File: config.mk
export PLATFORM = sky130hd
export DESIGN_NAME = compact_index_decoder_core
export DESIGN_NICKNAME = d
export VERILOG_FILES = /design/src/cidec_pkg.sv /design/src/cidec_step.sv /design/src/compact_index_decoder_core.sv
export SDC_FILE = /design/constraint.sdc
export NUM_CORES = 1
export LEC_CHECK = 0
export BUFFER_PORTS_ARGS = -buffer_cell sky130_fd_sc_hd__buf_2
export CELL_PAD_IN_SITES_DETAIL_PLACEMENT = 0
export CELL_PAD_IN_SITES_GLOBAL_PLACEMENT = 1
export CORE_MARGIN = 4
export CORE_UTILIZATION = 40
export DETAILED_ROUTE_END_ITERATION = 10
export HOLD_SLACK_MARGIN = 0.15
export PLACE_DENSITY = 0.78
export SLEW_MARGIN = 20
export SYNTH_ARGS = -nofsm -noshare
export SYNTH_HDL_FRONTEND = slang
export SYNTH_SLANG_ARGS = --single-unit
File: constraint.sdc
create_clock -name i_clk -period 3.5 [get_ports i_clk]
set_input_delay 0 -clock i_clk [delete_from_list [all_inputs] [get_ports i_clk]]
set_output_delay 0 -clock i_clk [all_outputs]
set_load 0.02 [all_outputs]
File: src/cidec_pkg.sv
`timescale 1ns / 1ps

package cidec_pkg;

    localparam int unsigned MAG_W   = 31;
    localparam int unsigned VALUE_W = 32;
    localparam int unsigned POS_W   = 3;

    localparam logic [POS_W-1:0] POS_FIRST = 3'd0;
    localparam logic [POS_W-1:0] POS_LAST  = 3'd4;
    localparam logic [6:0]       LAST_VALUE_MAX = 7'h0f;

    typedef enum logic [1:0] {
        STATUS_OK       = 2'd0,
        STATUS_TOO_LONG = 2'd1,
        STATUS_OVERFLOW = 2'd2
    } t_status;

    typedef struct packed {
        logic                emit;
        logic [VALUE_W-1:0]  value;
        t_status             status;
        logic [MAG_W-1:0]    acc;
        logic [POS_W-1:0]    pos;
        logic                sign;
    } t_step;

endpackage

File: src/cidec_step.sv
`timescale 1ns / 1ps

module cidec_step
    import cidec_pkg::*;
(
    input  logic [7:0]       i_data_byte,
    input  logic [MAG_W-1:0] i_acc,
    input  logic [POS_W-1:0] i_pos,
    input  logic             i_sign,
    output t_step            o_step
);

    logic [6:0]       payload;
    logic [MAG_W-1:0] acc_new;
    logic             sign_new;
    logic [VALUE_W-1:0] mag_ext;

    assign payload = i_data_byte[6:0];

    always_comb begin
        o_step   = '0;
        acc_new  = i_acc;
        sign_new = i_sign;
        o_step.status = STATUS_OK;
        if (i_pos == POS_FIRST) begin
            sign_new = i_data_byte[7];
            acc_new  = {25'b0, i_data_byte[5:0]};
            if (i_data_byte[6]) begin
                o_step.pos = 3'd1;
            end else begin
                o_step.emit = 1'b1;
            end
        end else if (i_pos inside {[3'd4:3'd7]}) begin
            if (payload > LAST_VALUE_MAX) begin
                o_step.emit   = 1'b1;
                o_step.status = STATUS_OVERFLOW;
            end else if (i_data_byte[7]) begin
                o_step.emit   = 1'b1;
                o_step.status = STATUS_TOO_LONG;
            end else begin
                acc_new     = i_acc | {payload[3:0], 27'b0};
                o_step.emit = 1'b1;
            end
        end else begin
            case (i_pos)
                3'd1:    acc_new = i_acc | {18'b0, payload, 6'b0};
                3'd2:    acc_new = i_acc | {11'b0, payload, 13'b0};
                3'd3:    acc_new = i_acc | {4'b0, payload, 20'b0};
                default: acc_new = i_acc;
            endcase
            if (i_data_byte[7]) begin
                o_step.pos = i_pos + 3'd1;
            end else begin
                o_step.emit = 1'b1;
            end
        end

        mag_ext = {1'b0, acc_new};
        if (o_step.emit) begin
            if (o_step.status == STATUS_OK) begin
                o_step.value = sign_new ? (VALUE_W'(0) - mag_ext) : mag_ext;
            end
        end else begin
            o_step.acc  = acc_new;
            o_step.sign = sign_new;
        end
    end

endmodule

File: src/compact_index_decoder_core.sv
`timescale 1ns / 1ps
// A byte that ends a code shows its result in the cycle after it is accepted.
// Throughput: one byte per cycle while o_ready is high; the decode state updates for each accepted byte.
// A result waits in the output register; a new byte is accepted whenever that register
// is empty or is being read in the same cycle.
// Reset is synchronous and active low; it clears the decode state and the output valid.

module compact_index_decoder_core
    import cidec_pkg::*;
(
    input  logic                      i_clk,
    input  logic                      i_rst_n,
    input  logic                      i_valid,
    output logic                      o_ready,
    input  logic [7:0]                i_data_byte,
    output logic                      o_valid,
    input  logic                      i_ready,
    output logic signed [VALUE_W-1:0] o_decoded_value,
    output logic [1:0]                o_status
);

    logic [MAG_W-1:0]   r_acc;
    logic [POS_W-1:0]   r_pos;
    logic               r_sign;
    logic               r_out_valid;
    logic [VALUE_W-1:0] r_value;
    t_status            r_status;
    t_step              step;
    logic               in_acc;

    cidec_step u_step (
        .i_data_byte (i_data_byte),
        .i_acc       (r_acc),
        .i_pos       (r_pos),
        .i_sign      (r_sign),
        .o_step      (step)
    );

    assign o_ready = !r_out_valid || i_ready;
    assign in_acc  = i_valid && o_ready;

    always_ff @(posedge i_clk) begin
        if (!i_rst_n) begin
            r_acc       <= '0;
            r_pos       <= POS_FIRST;
            r_sign      <= 1'b0;
            r_out_valid <= 1'b0;
        end else begin
            if (in_acc) begin
                r_acc  <= step.acc;
                r_pos  <= step.pos;
                r_sign <= step.sign;
            end
            if (in_acc && step.emit) begin
                r_out_valid <= 1'b1;
            end else if (i_ready) begin
                r_out_valid <= 1'b0;
            end
        end
    end

    always_ff @(posedge i_clk) begin
        if (in_acc && step.emit) begin
            r_value  <= step.value;
            r_status <= step.status;
        end
    end

    assign o_valid         = r_out_valid;
    assign o_decoded_value = r_value;
    assign o_status        = r_status;

    a_err_zero: assert property (@(posedge i_clk) disable iff (!i_rst_n)
        (r_out_valid && r_status != STATUS_OK) |-> (r_value == '0))
        else $error("Error result carries a nonzero value.");

    a_pos_range: assert property (@(posedge i_clk) disable iff (!i_rst_n)
        (r_pos <= POS_LAST))
        else $error("Byte position left its range.");

    a_emit_valid: assert property (@(posedge i_clk) disable iff (!i_rst_n)
        (in_acc && step.emit) |=> r_out_valid)
        else $error("Finished code did not raise output valid.");

    a_restart: assert property (@(posedge i_clk) disable iff (!i_rst_n)
        (in_acc && step.emit) |=> (r_pos == POS_FIRST))
        else $error("Decoder did not return to the first byte after a result.");

endmodule
==> flow_metrics.tcl <==
set metrics [dict create \
    first_pass_iters 7 \
    drc 0 \
    avgSynthCellArea_um2 8.78 \
    path_class "flip-flop to flip-flop" \
    io_pins 48 \
    synth_flop_cell "dfxtp_1" \
    finalSetupViolations 0 \
    vias_per_cell 5.89 \
    ant_nets 0 \
    status "finished clean" \
    yosysWarnings 0 \
    stdcell_count 666 \
    reg2reg_depth 8 \
    synthesis.nets 503 \
    drv_slew 0 \
    cts_made_buffers 9 \
    antenna_found_initial 0 \
    initial_core_util 0.412 \
    core_um2 10300 \
    critical_path_arrival_ns 3.43 \
    grt_usage 0.210 \
    post_cts_buffers 0 \
    syn2layout_area_growth_pct 14.7 \
    dieArea_um2 12300 \
    drt_iter0_drc 314 \
    fin_setup_tns_ns 0 \
    cts_root_buffer "clkbuf_8" \
    drv_cap 0 \
    nets 544 \
    place_area_um2 4620 \
    fmax_mhz 312 \
    num_vias 3925 \
    clk_pin_slew_worst_paths_ns 0.08 \
    fin_crit_sh 0.915 \
    power_density_nw_per_um2 422 \
    cts_sinks 70 \
    wl_per_cell_um 19.1 \
    crit_fanout 11 \
    final_cell_mix "nand2_1, buf_2, nor2_1" \
    drive_gt1_frac 0.170 \
    worstPathRequired_ns 3.72 \
    wl_um 12700 \
    dp_slack_ns 0.364 \
    grt_pass1_vias 3873 \
    clock_skew_ns 0.0110 \
    slew_headroom 0.460 \
    finalInstanceArea_um2 4880 \
    gp_congestion 0.870 \
    row_count 37 \
    syn_inst 484 \
    synth.cell_area_um2 4250 \
    dp_cells 645 \
    ys_seq_area_frac 0.410 \
    synthArstFlopShare 0 \
    clock_latency_ns 0.36 \
    worstHoldPathType "primary input to flip-flop" \
    synth_edf_count 34 \
    grt_pass1_wl_um 20700 \
    synth_seq_cells 70 \
    port_buffers 47 \
    fin_crit_ns 3.20 \
    overflow 0 \
    critPathLaunchType "flip-flop" \
    die_x_um 111 \
    grt_max_degree 43 \
    min_delay_path_depth 2 \
    finalHoldViolCount 0 \
    die-height_um 111 \
    clock_path_buffers 2 \
    n_antenna_cell 0 \
    cellLeakagePower_nw 1.82 \
    ir_drop_v 0.000200 \
    htreeDepth 3 \
    yosys.cell_types.count 62 \
    cts_tree "built" \
    setup_slack_ns 0.299 \
    crit_path_end_kind "flip-flop" \
    dp_hpwl_um 8950 \
    tightestPinTransition_ns 0.805 \
    rsz0062_at_grt "false" \
]
-- cell type report --
| type | instances | area, µm² |
|---|---|---|
| fillers | 1038 | 5450 |
| multi-input cells | 374 | 2350 |
| flip-flops and latches | 70 | 1740 |
| repair buffers | 65 | 383 |
| well taps | 136 | 170 |
| clock buffers | 11 | 153 |
| clock inverters | 5 | 56.3 |
| inverters | 5 | 18.8 |
-- kinds of logic (layout without fill, tap and decap cells) --
kind of cell / Yosys count / count (layout) / share of synthesized area
adders and majority gates: 7 / 7 / 0.0206
and+or+nand+nor: 210 / 210 / 0.248
AOI/OAI and AO/OA: 128 / 128 / 0.216
xor gates and xnor gates: 17 / 17 / 0.0350
muxes: 12 / 12 / 0.0315
DFF: 70 / 70 / 0.410
buffers and inverters: 40 / 86 / 0.0392
-- report_power, final --
| group | total [mW] | switching (mW) | leakage, nW | internal [mW] |
|---|---|---|---|---|
| clock | 0.693 | 0.321 | 0.104 | 0.371 |
| combinational | 0.440 | 0.299 | 1.09 | 0.141 |
| sequential | 0.923 | 0.0126 | 0.620 | 0.910 |
| total | 2.06 | 0.633 | 1.82 | 1.42 |
-- worst max-delay path, stage by stage (launching register included) --
cell	delay, ns
dfxtp_1	0.51
inv_1	0.17
ha_1	0.28
nor4b_1	0.38
o21a_1	0.39
o21ai_1	0.37
or2_4	0.35
or4_1	0.52
nand3_1	0.09
-- sequential cells by signal, summed over array words and instances (netlist names) --
signal,count
r_acc,31
r_sign,1
o_valid,1
o_decoded_value,32
o_status,2
r_pos,3
-- per-stage QoR --
stage	utilization	hold slack (ns)	power (mW)
floorplan	-	0.147	1.24
global placement	0.447	0.276	1.37
detailed placement	0.447	0.284	1.37
CTS	0.472	0.158	2.08
global route	0.472	0.193	2.16
finish	0.472	0.170	2.06
-- per-layer routing --
metal	vias up	GRT usage	part of all wire
met1	1868	0.270	0.44
met4	0	0.0762	0.023
met2	161	0.338	0.46
met3	24	0.0579	0.074
li1	1872	-	-
met5	-	0	0
-- repair_timing --
action / 4_1_cts / 5_1_grt
endpoints found under the setup margin: 0 / 0
hold buffers: 5 / 0
gates resized for setup: 0 / 0
endpoints found under the hold margin: 4 / 0
-- final timing paths --
path	from	end	slack [ns]
worst max register to register	r_pos[2]	o_decoded_value[27]	0.30
worst min register to register	r_acc[28]	r_acc[28]	0.47
worst max-delay path	r_pos[2]	o_decoded_value[27]	0.30
worst min-delay path	i_rst_n	r_acc[21]	0.17
-- cells in the mapped netlist, types with 5 or more instances --
cell | count | area share
o21ai_0 | 15 | 0.018
nor4_1 | 7 | 0.010
dfxtp_1 | 36 | 0.17
nor3_1 | 20 | 0.024
nand2_1 | 47 | 0.042
o31ai_1 | 9 | 0.016
and2_1 | 5 | 0.0074
edfxtp_1 | 34 | 0.24
nor2_1 | 47 | 0.042
a21oi_1 | 22 | 0.026
nand3_1 | 33 | 0.039
ha_1 | 7 | 0.021
a22o_1 | 14 | 0.029
inv_1 | 5 | 0.0044
o22ai_1 | 8 | 0.012
xor2_1 | 14 | 0.029
a21boi_0 | 22 | 0.039
a31oi_1 | 6 | 0.0088
nor2b_1 | 15 | 0.022
clkbuf_1 | 28 | 0.025
a22oi_1 | 7 | 0.012
mux2i_1 | 10 | 0.024
Note: power is estimated with default switching activity, not from simulation.
